**config.mk**
```make
export PLATFORM = sky130hd
export DESIGN_NAME = dcs_ctrl
export DESIGN_NICKNAME = d
export VERILOG_FILES = /design/src/rtl/core/dcs_pkg.sv /design/src/rtl/core/dcs_ctrl.sv
export SDC_FILE = /design/constraint.sdc
export NUM_CORES = 1
export LEC_CHECK = 0
export BUFFER_PORTS_ARGS = -buffer_cell sky130_fd_sc_hd__buf_2
export CORE_AREA = 3 3 40 42
export DETAILED_ROUTE_END_ITERATION = 7
export DIE_AREA = 0 0 43 45
export SETUP_SLACK_MARGIN = 0.1
export SYNTH_ARGS = -nofsm -noshare
export SYNTH_HDL_FRONTEND = slang
export SYNTH_SLANG_ARGS = --single-unit
```
**constraint.sdc**
```tcl
create_clock -name clock -period 2 [get_ports clock]
set_input_delay 0.1 -clock clock [delete_from_list [all_inputs] [get_ports clock]]
set_output_delay 0.1 -clock clock [all_outputs]
set_load 0.05 [all_outputs]
```
**src/rtl/core/dcs_pkg.sv**
```systemverilog
// Shared types and constants of the disc coverage stamp block.
// Used by dcs_datapath, dcs_ctrl and disc_coverage_stamp; depends on nothing.
package dcs_pkg;

   // defaults for the top-level parameters
   localparam int unsigned DEF_MAX_COLUMNS = 256;
   localparam int unsigned DEF_MAX_ROWS    = 256;
   localparam int unsigned DEF_COUNT_BITS  = 16;

   // fixed field widths
   localparam int unsigned CMD_BITS       = 2;
   localparam int unsigned COORD_BITS     = 8;
   localparam int unsigned RADIUS_BITS    = 8;
   localparam int unsigned GRID_REG_BITS  = 9;
   localparam int unsigned CSR_INDEX_BITS = 8;
   localparam int unsigned RESULT_BITS    = 16;
   // span of a clipped coordinate: 0 .. 2*255
   localparam int unsigned SPAN_BITS      = 9;
   localparam int unsigned RR_BITS        = 2 * RADIUS_BITS;
   localparam int unsigned SQ_BITS        = 2 * SPAN_BITS;
   localparam int unsigned DIST_BITS      = SQ_BITS + 1;

   localparam int unsigned REQ_DATA_BITS  = 3 * COORD_BITS;
   localparam int unsigned RSP_DATA_BITS  = 2 * RESULT_BITS;

   // grid register reset value
   localparam logic [GRID_REG_BITS-1:0] GRID_RESET = GRID_REG_BITS'(256);

   // command codes (code 3 is unused and answered with zeros)
   localparam logic [CMD_BITS-1:0] CMD_ADD  = 2'd0;
   localparam logic [CMD_BITS-1:0] CMD_SUB  = 2'd1;
   localparam logic [CMD_BITS-1:0] CMD_READ = 2'd2;

   // register indexes
   localparam logic [CSR_INDEX_BITS-1:0] REG_GRID_WIDTH  = 8'd0;
   localparam logic [CSR_INDEX_BITS-1:0] REG_GRID_HEIGHT = 8'd1;

   typedef enum logic [2:0] {
      ST_CLEAR,
      ST_IDLE,
      ST_DECODE,
      ST_SCAN,
      ST_DRAIN,
      ST_READ,
      ST_RWAIT,
      ST_FINISH
   } dcs_state_type;

   // controller to datapath
   typedef struct packed {
      logic load;        // capture the request
      logic setup;       // compute clip bounds, start scan counters
      logic step;        // issue the current cell and advance
      logic read_cell;   // read the requested cell
      logic finish;      // load the result register
      logic clear_step;  // zero one memory word
   } dcs_cmd_type;

   // datapath to controller
   typedef struct packed {
      logic [CMD_BITS-1:0] command;
      logic                empty;      // clipped square holds no cell
      logic                last_cell;  // current cell is the last of the square
      logic                busy;       // cell pipeline still holds work
      logic                clear_last; // clearing the last memory word
   } dcs_status_type;

endpackage

```
**src/rtl/core/dcs_ctrl.sv**
```systemverilog
// Controller: state machine that sequences clearing, stamps and reads,
// and owns the request ready and result valid. Depends on dcs_pkg.
module dcs_ctrl (
   input  logic                    clock,
   input  logic                    reset,
   input  logic                    req_tvalid,
   output logic                    req_tready,
   output logic                    rsp_tvalid,
   input  logic                    rsp_tready,
   input  dcs_pkg::dcs_status_type status,
   output dcs_pkg::dcs_cmd_type    cmd
);

   dcs_pkg::dcs_state_type state_ff, state_in;
   logic rsp_valid_ff, rsp_valid_in;
   logic out_free;

   assign out_free = !rsp_valid_ff || rsp_tready;

   // next state
   always_comb begin
      state_in = state_ff;
      unique case (state_ff)
         dcs_pkg::ST_CLEAR: begin
            if (status.clear_last) begin
               state_in = dcs_pkg::ST_IDLE;
            end
         end
         dcs_pkg::ST_IDLE: begin
            if (req_tvalid) begin
               state_in = dcs_pkg::ST_DECODE;
            end
         end
         dcs_pkg::ST_DECODE: begin
            unique case (status.command)
               dcs_pkg::CMD_ADD,
               dcs_pkg::CMD_SUB:  state_in = status.empty ? dcs_pkg::ST_FINISH
                                                          : dcs_pkg::ST_SCAN;
               dcs_pkg::CMD_READ: state_in = dcs_pkg::ST_READ;
               default:           state_in = dcs_pkg::ST_FINISH;
            endcase
         end
         dcs_pkg::ST_SCAN: begin
            if (status.last_cell) begin
               state_in = dcs_pkg::ST_DRAIN;
            end
         end
         dcs_pkg::ST_DRAIN: begin
            if (!status.busy) begin
               state_in = dcs_pkg::ST_FINISH;
            end
         end
         dcs_pkg::ST_READ:  state_in = dcs_pkg::ST_RWAIT;
         dcs_pkg::ST_RWAIT: state_in = dcs_pkg::ST_FINISH;
         dcs_pkg::ST_FINISH: begin
            if (out_free) begin
               state_in = dcs_pkg::ST_IDLE;
            end
         end
         default: state_in = dcs_pkg::ST_CLEAR;
      endcase
   end

   // outputs
   always_comb begin
      cmd        = '0;
      req_tready = 1'b0;
      unique case (state_ff)
         dcs_pkg::ST_CLEAR:  cmd.clear_step = 1'b1;
         dcs_pkg::ST_IDLE: begin
            req_tready = 1'b1;
            cmd.load   = req_tvalid;
         end
         dcs_pkg::ST_DECODE: cmd.setup     = 1'b1;
         dcs_pkg::ST_SCAN:   cmd.step      = 1'b1;
         dcs_pkg::ST_READ:   cmd.read_cell = 1'b1;
         dcs_pkg::ST_FINISH: cmd.finish    = out_free;
         default:            cmd           = '0;
      endcase
   end

   // result valid
   always_comb begin
      rsp_valid_in = rsp_valid_ff;
      if (cmd.finish) begin
         rsp_valid_in = 1'b1;
      end else if (rsp_tready) begin
         rsp_valid_in = 1'b0;
      end
   end

   always_ff @(posedge clock) begin
      if (reset) begin
         state_ff     <= dcs_pkg::ST_CLEAR;
         rsp_valid_ff <= 1'b0;
      end else begin
         state_ff     <= state_in;
         rsp_valid_ff <= rsp_valid_in;
      end
   end

   assign rsp_tvalid = rsp_valid_ff;

endmodule

```
==> results.yml <==
clocking:
  clkSinkCount: 4
  clk_path_buf_depth: 2
  cts_tree: "yes"
  cts_setup_buffers: 0
  post_cts_resized: 0
  cts_buffers: 3
  insertion_delay_ns: 0.23
  hold_buffers: 0
  root_buffer: "clkbuf_4"
  clk_pin_slew_ns: 0.04
  htree_num_levels: 1
die:
  start_util_pct: 26.3
  die_y_microns: 45
  die_width_microns: 43
  core_sq_um: 1280
  num_rows: 13
  die_area_sq_um: 1940
  ios: 18
placed_design:
  dp_hpwl_microns: 625
  io_buffers: 17
  place_congestion: 0.689
route:
  via_count: 359
  wl_microns: 757
  routed_via_density: 4.79
  wl_per_cell_microns: 10.1
  ant_nets: 0
  drt_pass1_iterations: 4
  drt_iter0_drc: 3
  drc: 0
timing:
  finalHoldViolations: 0
  fin_crit_sh_pct: 76.1
  rsz0062_at_grt: "no"
  setup_tns_ns: 0
  finalClockSkew_ns: 0.00598
  drv_slew: 0
  maxSlewHeadroom_pct: 72.6
  worst_pin_slew_ns: 0.410
  fmax_mhz: 657
  setup_viol: 0
  period_minus_slack_ns: 1.52
run:
  drv_cap: 0
setup_path:
  r2r_cells: 4
  cp_slowest_cell: "dfxtp_1"
  cp-startpoint: "state_ff[0]$_SDFFE_PP0P_"
  cp.required_ns: 1.90
  cp_top_family: "flip-flops"
  path_class: "reg -> out"
  crit_fanout: 14
  worstPathArrival_ns: 1.42
  endpoint: "req_tready"
  rrSetupSlack_ns: 0.78
  path_depth: 3
  crit_path_end_kind: "output port"
  path_cells: "inv_1 > nor3_1 > buf_2"
  cp-start-kind: "register"
  cpPeakStageDelay_ns: 0.56
  reg2reg_to: "state_ff[2]$_SDFFE_PP0P_"
  worstReg2RegStart: "state_ff[0]$_SDFFE_PP0P_"
  critPathBufInv: 2
min_path:
  hold_class: "in -> reg"
  hold_start: "reset"
power_and_ir_drop:
  intPower_uw: 220
  p_clk_share_pct: 23.9
  power_density_nw_per_um2: 946
  p_sw_uw: 184
  ir_drop_v: 0.000266
  comb_power_share_pct: 44.8
  p_seq_share_pct: 31.2
  p_sw_share_pct: 45.5
  p_leak_uw: 0.000200
finish:
  area.growth.synth_to_final_pct: 26.3
  layout.nets: 72
  final_util_pct: 33.2
  final_cell_mix: "buf_2 (17), nor2_1 (5), nand2_1 (4), nor3_1 (4), dfxtp_1 (4)"
  antenna_cells: 0
  layout_commonest_cell: "buf_2"
  fillers: 131
  drive_gt1_share_pct: 41.7
global_route:
  antenna_found_initial: 0
  grt_pass1_wl_mm: 1.16
  grt_max_degree: 15
  overflow: 0
  grt_pass1_vias: 290
  track_usage_pct: 8.40
logic_synthesis:
  synth.cell_area_sq_um: 338
  syn_inst: 44
  yosysUniqueCellTypes: 25
  yosys_warnings: 0
  synth_nets: 54
  postSynthAreaPerCell_sq_um: 7.68
  ys_ff_latch: 4
  ys_seq_area_share_pct: 23.7
run_status:
  status: "complete, no violations"
==> worst min-delay path by stage <==
stage                                     endpoint  slack, ns  cells past startpoint
after floorplan           state_ff[2]$_SDFFE_PP0P_       0.17                      1
after global placement    state_ff[2]$_SDFFE_PP0P_       0.33                      2
after detailed placement  state_ff[2]$_SDFFE_PP0P_       0.33                      2
after CTS                 state_ff[2]$_SDFFE_PP0P_       0.08                      2
after global routing      state_ff[2]$_SDFFE_PP0P_       0.08                      2
final                     state_ff[2]$_SDFFE_PP0P_       0.09                      2
==> cells in the mapped netlist (all sizes together) <==
master	count	share of area [%]
nor2b	1	1.9
o21ai	3	4.4
nand2	4	4.4
o22ai	1	1.9
a31oi	2	3.7
o311ai	1	2.6
nand3	1	1.5
o21a	1	2.2
and2b	2	5.6
o211a	1	3.0
nor3	5	8.9
nor2	5	5.6
inv	1	1.1
dfxtp	4	24
nor4b	1	2.6
a2bb2oi	1	4.4
and2	2	3.7
o211ai	1	2.2
buf	4	11
a21oi	3	5.6
==> per-layer routing <==
metal | share of wire (%) | wire length, microns | track usage, % | up-vias
li1 | - | - | - | 189
met1 | 45 | 338 | 10.3 | 161
met2 | 50 | 375 | 12.0 | 9
met3 | 5.8 | 44 | 2.39 | 0
met4 | 0 | 0 | 7.23 | 0
met5 | 0 | 0 | 0 | -
==> area by class of cell <==
class / instances / area (sq um) / share of cell area [%]
clock buffers: 3 / 22.5 / 5.28
inverters: 1 / 3.75 / 0.880
multi-input cells: 35 / 216 / 50.7
flip-flops and latches: 4 / 80.1 / 18.8
well taps: 15 / 18.8 / 4.40
repair buffers: 17 / 85.1 / 19.9
==> flip-flops by register name, summed over array words and instances, names as in the netlist <==
signal,flops
rsp_tvalid,1
state_ff,3
==> power by group through the flow <==
stage                     combinational, uW  clock, uW  sequential, uW
after detailed placement                183          0             127
after global placement                  183          0             127
after floorplan                         181          0             104
final                                   181       96.5             126
after CTS                               183        102             126
after global routing                    194        109             132
==> kinds of logic after synthesis <==
logic type | count (synthesis) | synth area share, %
AO/OA/AOI/OAI | 14 | 30.0
AND/OR/NAND/NOR | 21 | 34.1
flip-flops | 4 | 23.7
buffers and inverters | 5 | 12.2
==> metrics by stage <==
step                hold slack, ns  instance area [sq um]  cells  worst slack, ns  total power (uW)
detailed placement           0.331                    404     72            0.722               310
CTS                         0.0836                    427     75            0.474               411
global route                0.0790                    427     75            0.341               435
finish                      0.0905                    427     75            0.478               404
floorplan                    0.169                    338     44            0.338               285
global placement             0.329                    404     72            0.700               311
No activity file was read; power rests on OpenSTA's default activity.
